===== src/sv/gss_pkg.sv =====
`timescale 1ns / 1ps
// shared constants, codes and controller/datapath interface types
// for the gauss-seidel solver; no dependencies

package gss_pkg;

  localparam int ROWS   = 64;
  localparam int ROW_W  = $clog2(ROWS);
  localparam int MAT_AW = $clog2(ROWS * ROWS);
  localparam int ACC_W  = 48 + $clog2(ROWS) + 2;

  localparam logic [31:0] ONE_Q = 32'h0001_0000;

  typedef enum logic [1:0] {
    OP_WR_MAT = 2'd0,
    OP_WR_RHS = 2'd1,
    OP_CLEAR  = 2'd2,
    OP_SOLVE  = 2'd3
  } op_t;

  typedef enum logic [1:0] {
    ST_CONV  = 2'd0,
    ST_ZDIAG = 2'd1,
    ST_LIMIT = 2'd2
  } status_t;

  localparam logic [1:0] CFG_TOL  = 2'd0;
  localparam logic [1:0] CFG_MAX  = 2'd1;
  localparam logic [1:0] CFG_ROWS = 2'd2;

  typedef struct packed {
    logic              clr_we;
    logic [MAT_AW-1:0] clr_addr;
    logic              ld_mat;
    logic              ld_rhs;
    logic              solve_init;
    logic              sweep_inc;
    logic              acc_clear;
    logic              issue;
    logic              issue_diag;
    logic              excl_diag;
    logic [ROW_W-1:0]  row_i;
    logic [ROW_W-1:0]  col_j;
    logic              div_start;
    logic              sol_we;
    logic              res_add;
    logic              sweep_end;
    logic              out_load;
    status_t           out_status;
    logic [ROW_W-1:0]  out_index;
    logic              out_zero;
    logic              out_last;
  } cmd_t;

  typedef struct packed {
    logic             pipe_busy;
    logic             div_busy;
    logic             diag_small;
    logic             keep_going;
    logic             limit_hit;
    logic [ROW_W-1:0] n_last;
  } stat_t;

endpackage


===== src/sv/gss_ctrl.sv =====
`timescale 1ns / 1ps
// controller: clearing pass, load decode, sweep/row/column sequencing and
// result delivery; uses gss_pkg

module gss_ctrl import gss_pkg::*; (
  input  logic       clk,
  input  logic       rst,
  input  logic       in_valid,
  output logic       in_stall,
  input  logic [1:0] op,
  output logic       out_valid,
  input  logic       out_stall,
  input  stat_t      st,
  output cmd_t       cmd
);

  typedef enum logic [3:0] {
    S_CLEAR,
    S_IDLE,
    S_CHECK,
    S_ISSUE,
    S_DRAIN,
    S_TEST,
    S_DIV,
    S_WRITE,
    S_RISSUE,
    S_RDRAIN,
    S_RADD,
    S_OREAD,
    S_OLOAD,
    S_OWAIT
  } state_t;

  localparam logic [MAT_AW-1:0] CLR_LAST = MAT_AW'(ROWS * ROWS - 1);

  state_t            state;
  logic [MAT_AW-1:0] clr_cnt;
  logic [ROW_W-1:0]  ci, cj;
  logic              last_q;
  logic              accept;

  assign in_stall = (state != S_IDLE);
  assign accept   = in_valid && !in_stall;

  always_comb begin
    cmd            = '0;
    cmd.clr_addr   = clr_cnt;
    cmd.row_i      = ci;
    cmd.col_j      = cj;
    cmd.out_status = ST_CONV;
    cmd.out_index  = cj;
    cmd.ld_mat     = accept && op == OP_WR_MAT;
    cmd.ld_rhs     = accept && op == OP_WR_RHS;
    cmd.solve_init = accept && op == OP_SOLVE;
    unique case (state)
      S_CLEAR: begin
        cmd.clr_we = 1'b1;
      end
      S_CHECK: begin
        cmd.sweep_inc = st.keep_going;
        cmd.acc_clear = 1'b1;
      end
      S_ISSUE: begin
        cmd.issue      = 1'b1;
        cmd.issue_diag = (cj == ci);
        cmd.excl_diag  = 1'b1;
      end
      S_TEST: begin
        if (st.diag_small) begin
          cmd.out_load   = 1'b1;
          cmd.out_status = ST_ZDIAG;
          cmd.out_index  = ci;
          cmd.out_zero   = 1'b1;
          cmd.out_last   = 1'b1;
        end else begin
          cmd.div_start = 1'b1;
        end
      end
      S_WRITE: begin
        cmd.sol_we    = 1'b1;
        cmd.acc_clear = 1'b1;
      end
      S_RISSUE: begin
        cmd.issue = 1'b1;
      end
      S_RADD: begin
        cmd.res_add   = 1'b1;
        cmd.acc_clear = 1'b1;
        cmd.sweep_end = (ci == st.n_last);
      end
      S_OLOAD: begin
        cmd.out_load   = 1'b1;
        cmd.out_status = st.limit_hit ? ST_LIMIT : ST_CONV;
        cmd.out_last   = (cj == st.n_last);
      end
      default: ;
    endcase
  end

  always_ff @(posedge clk) begin
    if (rst) begin
      state     <= S_CLEAR;
      clr_cnt   <= '0;
      ci        <= '0;
      cj        <= '0;
      out_valid <= 1'b0;
      last_q    <= 1'b0;
    end else begin
      unique case (state)
        S_CLEAR: begin
          clr_cnt <= clr_cnt + 1'b1;
          if (clr_cnt == CLR_LAST) begin
            state <= S_IDLE;
          end
        end
        S_IDLE: begin
          if (accept && op == OP_CLEAR) begin
            clr_cnt <= '0;
            state   <= S_CLEAR;
          end else if (accept && op == OP_SOLVE) begin
            state <= S_CHECK;
          end
        end
        S_CHECK: begin
          ci <= '0;
          cj <= '0;
          state <= st.keep_going ? S_ISSUE : S_OREAD;
        end
        S_ISSUE: begin
          if (cj == st.n_last) begin
            state <= S_DRAIN;
          end else begin
            cj <= cj + 1'b1;
          end
        end
        S_DRAIN: begin
          if (!st.pipe_busy) begin
            state <= S_TEST;
          end
        end
        S_TEST: begin
          if (st.diag_small) begin
            out_valid <= 1'b1;
            last_q    <= 1'b1;
            state     <= S_OWAIT;
          end else begin
            state <= S_DIV;
          end
        end
        S_DIV: begin
          if (!st.div_busy) begin
            state <= S_WRITE;
          end
        end
        S_WRITE: begin
          cj <= '0;
          if (ci == st.n_last) begin
            ci    <= '0;
            state <= S_RISSUE;
          end else begin
            ci    <= ci + 1'b1;
            state <= S_ISSUE;
          end
        end
        S_RISSUE: begin
          if (cj == st.n_last) begin
            state <= S_RDRAIN;
          end else begin
            cj <= cj + 1'b1;
          end
        end
        S_RDRAIN: begin
          if (!st.pipe_busy) begin
            state <= S_RADD;
          end
        end
        S_RADD: begin
          cj <= '0;
          if (ci == st.n_last) begin
            state <= S_CHECK;
          end else begin
            ci    <= ci + 1'b1;
            state <= S_RISSUE;
          end
        end
        S_OREAD: begin
          state <= S_OLOAD;
        end
        S_OLOAD: begin
          out_valid <= 1'b1;
          last_q    <= (cj == st.n_last);
          state     <= S_OWAIT;
        end
        S_OWAIT: begin
          if (!out_stall) begin
            out_valid <= 1'b0;
            if (last_q) begin
              state <= S_IDLE;
            end else begin
              cj    <= cj + 1'b1;
              state <= S_OREAD;
            end
          end
        end
        default: state <= S_IDLE;
      endcase
    end
  end

`ifndef SYNTHESIS
  a_solve_blocks: assert property (@(posedge clk) disable iff (rst)
    (accept && op == OP_SOLVE) |=> in_stall)
    else $error("solve request did not block the input");

  a_div_quiet: assert property (@(posedge clk) disable iff (rst)
    cmd.div_start |-> (!st.div_busy && !st.pipe_busy))
    else $error("divide started while busy");

  a_issue_no_div: assert property (@(posedge clk) disable iff (rst)
    cmd.issue |-> !st.div_busy)
    else $error("mac issue during divide");

  a_out_state: assert property (@(posedge clk) disable iff (rst)
    out_valid |-> state == S_OWAIT)
    else $error("result valid outside delivery");
`endif

endmodule


===== config.mk =====
export PLATFORM = sky130hd
export DESIGN_NAME = gss_ctrl
export DESIGN_NICKNAME = d
export VERILOG_FILES = /design/src/sv/gss_pkg.sv /design/src/sv/gss_ctrl.sv
export SDC_FILE = /design/constraint.sdc
export NUM_CORES = 1
export LEC_CHECK = 0
export ABC_AREA = 1
export BUFFER_PORTS_ARGS = -buffer_cell sky130_fd_sc_hd__clkbuf_2
export CORE_AREA = 3 3 58 86
export CTS_CLUSTER_DIAMETER = 60
export DETAILED_ROUTE_END_ITERATION = 10
export DIE_AREA = 0 0 61 89
export PLACE_DENSITY = 0.83
export SLEW_MARGIN = 15
export SYNTH_ARGS = -nofsm -noshare
export SYNTH_HDL_FRONTEND = slang
export SYNTH_SLANG_ARGS = --single-unit
export TNS_END_PERCENT = 100

===== constraint.sdc =====
create_clock -name clk -period 4.69 [get_ports clk]
set_clock_uncertainty 0.05 [all_clocks]
set_input_delay 0.469 -clock clk [delete_from_list [all_inputs] [get_ports clk]]
set_output_delay 0.469 -clock clk [all_outputs]
set_load 0.01 [all_outputs]

-- After elaboration in Yosys (flattened, before gate mapping)
Cells that the tools add are included.
- register bits: 30
- add/subtract/negate cells: 3
- eq/ne operators: 34
- muxes and demuxes: 42
- reduce and logical (&&, ||, !) cells: 21
- operators with widths (kind ; count):
    4-bit two-way mux ; 14
    4-bit case mux with 14 select lines ; 1
    6-bit case mux with 3 select lines ; 2
    6-bit two-way mux ; 5
    4-bit == test, second input constant ; 6
    2-bit inequality test, second input constant ; 12
    12-bit case mux with 2 select lines ; 1
    6-bit == test ; 3
    4-bit by 3-bit == test with 1-bit output, second input constant ; 4
    12-bit by 1-bit adder with 12-bit output, second input constant ; 1
    6-bit by 1-bit adder with 6-bit output, second input constant ; 2
    12-bit == test, second input constant ; 1
    12-bit two-way mux ; 1
    11-bit two-way mux ; 1
    1-bit two-way mux ; 9
    3-bit nonzero test ; 3
    4-bit by 2-bit == test with 1-bit output, second input constant ; 2
    8-bit AND reduction ; 1
    7-bit two-way mux ; 1
    2-bit two-way mux ; 3
    3-bit case mux with 2 select lines ; 1
    2-bit AND reduction ; 3
    1-bit logical AND ; 5
    2-bit == test, second input constant ; 2
    other kinds (14) ; 16

-- Depth between registers and ports, before layout
- depth in word-level cells: 7
- mapped depth: 12
- gate-level depth less buffers: 11

-- Worst setup path after synthesis
Ideal clock, no wire load.
- path kind: reg2out
- start point: reg state[2]
- end point: out cmd[2] (netlist name)
- data arrival time: 1411 ps
- required time: 4171 ps
- slack: 2760 ps
- stages on the path, launching flop included: 7
- buffers on the path: 2
- cells stage by stage: dfxtp_1 > buf_2 > inv_2 > nor2_1 > nand3_1 > clkbuf_1 > o21ai_0
- RTL lines (element ; RTL line ; text):
    from (decl) ; gss_ctrl.sv:36 ; state_t state;
    from (signal assigned) ; gss_ctrl.sv:127 ; state <= st.keep_going ? S_ISSUE : S_OREAD;
    to (decl) ; gss_ctrl.sv:14 ; output cmd_t cmd

==> flow_summary.yaml <==
run_status:
  status: "complete, no violations"
global_route:
  met2_usage_pct: 43.82
  grt-ovfl-total: 0
  antenna_found_initial: 0
  grt_pass1_wl_um: 10530
  grt_max_degree: 20
  gr-max-usage-layer: "met2"
  grt_pass1_vias: 2443
  met1_usage_pct: 28.53
  use_met3_pct: 3.324
  grtUsageTotal_pct: 25.06
clocking:
  clk_pin_slew_ns: 0.06
  cts_tree: "yes"
  cts_buffers: 5
  cts_max_level: 2
  cts_sinks: 30
  clock_latency_ns: 0.29
  cts_buffer_depth: 2
  cts_resized: 0
  cts_setup_buffers: 0
  root_buffer: "clkbuf_8"
  postCtsHoldBufs: 0
hold_path:
  hp-start: "out_valid"
  hp-class: "reg -> reg"
pwr:
  p_leak_nw: 1.394
  cellPowerDensity_nw_per_um2: 182.9
  max-vdd-ir-drop_v: 0.0001526
drt:
  vias: 2699
  firstDrtPassIters: 5
  routed_wl_um: 6219
  drc_errors: 0
  vias_per_cell: 5.355
  drt_iter0_drc: 195
  avgRoutedWirePerCell_um: 12.34
  ant_nets: 0
place:
  dp_hpwl_um: 5045
  io_buffer_count: 66
  post-place-ws_ns: 2.430
  place_congestion: 0.8689
cells_and_area:
  drive_gt1_share_pct: 24.89
  antenna_cells: 0
  regArea_um2: 600.6
  multi_input_area_um2: 1559
  final_nets: 477
  fillCellCount: 425
  synthToLayoutAreaGrowth_pct: 17.60
floorplanning:
  row_count: 29
  die_w_um: 61
  dieArea_um2: 5429
  start_util_pct: 55.81
  io_pins: 67
  coreArea_um2: 4318
  die_h_um: 89
worst_setup_path:
  crit_chain: "inv_2, nor2_1, nand3_1, o21ai_0, clkbuf_2"
  startpoint_type: "flip-flop"
  cpLargestDelayFamily: "simple AND/OR/NAND/NOR gates"
  crit_type: "reg -> out"
  crit_required_ns: 4.17
  startpoint: "state[2]"
  endpoint_kind: "output port"
  cp.arrival_ns: 2.06
  worstPathMaxFanout: 16
  slowest_delay_ns: 0.54
  cpMaxStageDelayCell: "dfxtp_1"
  timing.rr.start: "state[2]"
  critPathBufInv: 2
synth:
  synth_area_leader_cell: "dfxtp_1"
  synthCells: 396
  synth_fp_nets: 416
  synth_area_um2: 2410
  avgSynthCellArea_um2: 6.085
  ys_seq_elements: 30
  ys_warn_count: 0
  ys.flop_type: "dfxtp_1"
  async_flop_share_pct: 0
  synth.top_cell.area_share_pct: 24.92
  synth-edff-count: 0
  ys_seq_area_share_pct: 24.92
  synth_area_leaders: "dfxtp_1, nand2_1, nor2_1, nand3_1, inv_1"
  synth_cell_types: 38
sta:
  final.setup.worst_slack_ns: 2.114
  hold_viol: 0
  max_freq_mhz: 388.2
  slew_headroom_pct: 62.33
  tns_ns: 0
  period_needed_ns: 2.576
  fin_crit_sh_pct: 54.92
  rsz0062_at_grt: "no"
  finalSetupViolations: 0
  slew_violations: 0
  worst_pin_slew_ns: 0.5635
job:
  drv_cap: 0
-- registers in the layout, indices dropped and copies added, names as in the netlist --
signal	count
ci	6
cj	6
clr_cnt	12
last_q	1
out_valid	1
state	4
-- power breakdown --
| group | internal, W | total [W] | switching (W) |
|---|---|---|---|
| clock | 0.000118 | 0.000222 | 0.000104 |
| combinational | 0.0000130 | 0.0000358 | 0.0000228 |
| sequential | 0.000257 | 0.000261 | 0.00000372 |
-- cells in the mapped netlist, types with 2 or more instances --
master	instances
inv_2	16
inv_1	35
nor3_1	6
o2111ai_1	3
ha_1	3
nor2_1	49
nor2_8	2
nand2_2	6
nand2_4	2
nand3_1	29
xnor2_1	4
nand3_2	2
clkbuf_1	2
o21ai_1	7
nand4_1	6
nand3b_1	2
nand2_1	117
a31o_2	2
a21oi_1	25
dfxtp_1	30
buf_2	8
xor2_1	10
nor2_4	3
o21ai_0	11
nor2_2	3
-- final cells by class --
| class | count | area share [%] |
|---|---|---|
| clock inverter | 2 | 0.4415 |
| timing repair buffer | 66 | 11.66 |
| inverter | 51 | 6.755 |
| sequential | 30 | 21.19 |
| clock buffer | 6 | 2.914 |
| multi-input combinational | 303 | 55.01 |
| tap | 46 | 2.031 |
-- cell usage in the layout (no fill, tap or decap), types with 6 or more instances in the layout --
cell type,Yosys,layout
clkbuf_2,0,66
o21ai_1,7,7
inv_1,35,35
nor3_1,6,6
nand2_2,6,6
clkbuf_8,0,6
nor2_1,49,49
nand3_1,29,29
inv_2,16,16
a21oi_1,25,25
xor2_1,10,10
nand2_1,117,117
o21ai_0,11,11
nand4_1,6,6
dfxtp_1,30,30
-- path summary, 6_finish.rpt --
path | to | slack [ns] | cells after the start
setup / recovery | cmd[3] | 2.11 | 5
hold / removal | out_valid | 0.41 | 2
setup reg to reg | state[0] | 2.70 | 8
hold reg to reg | out_valid | 0.41 | 2
-- metrics by stage --
step | total power, W | hold slack [ns] | cell area, um2 | std cells | utilization [%]
6_report | 0.0005183 | 0.4117 | 2834 | 504 | 65.63
5_1_grt | 0.0005373 | 0.4365 | 2834 | 504 | 65.63
4_1_cts | 0.0005266 | 0.4170 | 2834 | 504 | 65.63
3_5_place_dp | 0.0003019 | 0.4067 | 2739 | 496 | 63.43
3_3_place_gp | 0.0003010 | 0.4029 | 2739 | 496 | 63.43
2_1_floorplan | 0.0002859 | 0.3839 | 2410 | 396 | -
-- metal layers --
metal	vias up	part of all wire, %
met3	13	5.3
met4	0	3.1
met1	1201	40
met5	-	0
li1	1399	-
met2	86	52
-- worst register-to-register path: stages, from the launching register on --
cell,delay (ns)
dfxtp_1,0.54
inv_2,0.08
nor2_1,0.20
nand3_1,0.45
o21ai_0,0.29
nor3_1,0.07
nand2_1,0.07
nand2_1,0.05
a21oi_1,0.12
-- cell families (layout without fill, tap and decap cells) --
logic type | Yosys count | after routing | share of synthesized area (%)
buffers and inverters | 63 | 125 | 10.38
and+or+nand+nor | 231 | 231 | 44.19
DFF | 30 | 30 | 24.92
xor gates and xnor gates | 14 | 14 | 5.088
AOI/OAI and AO/OA | 55 | 55 | 13.86
adders and majority gates | 3 | 3 | 1.558
Power figures use the tool's default switching activity.
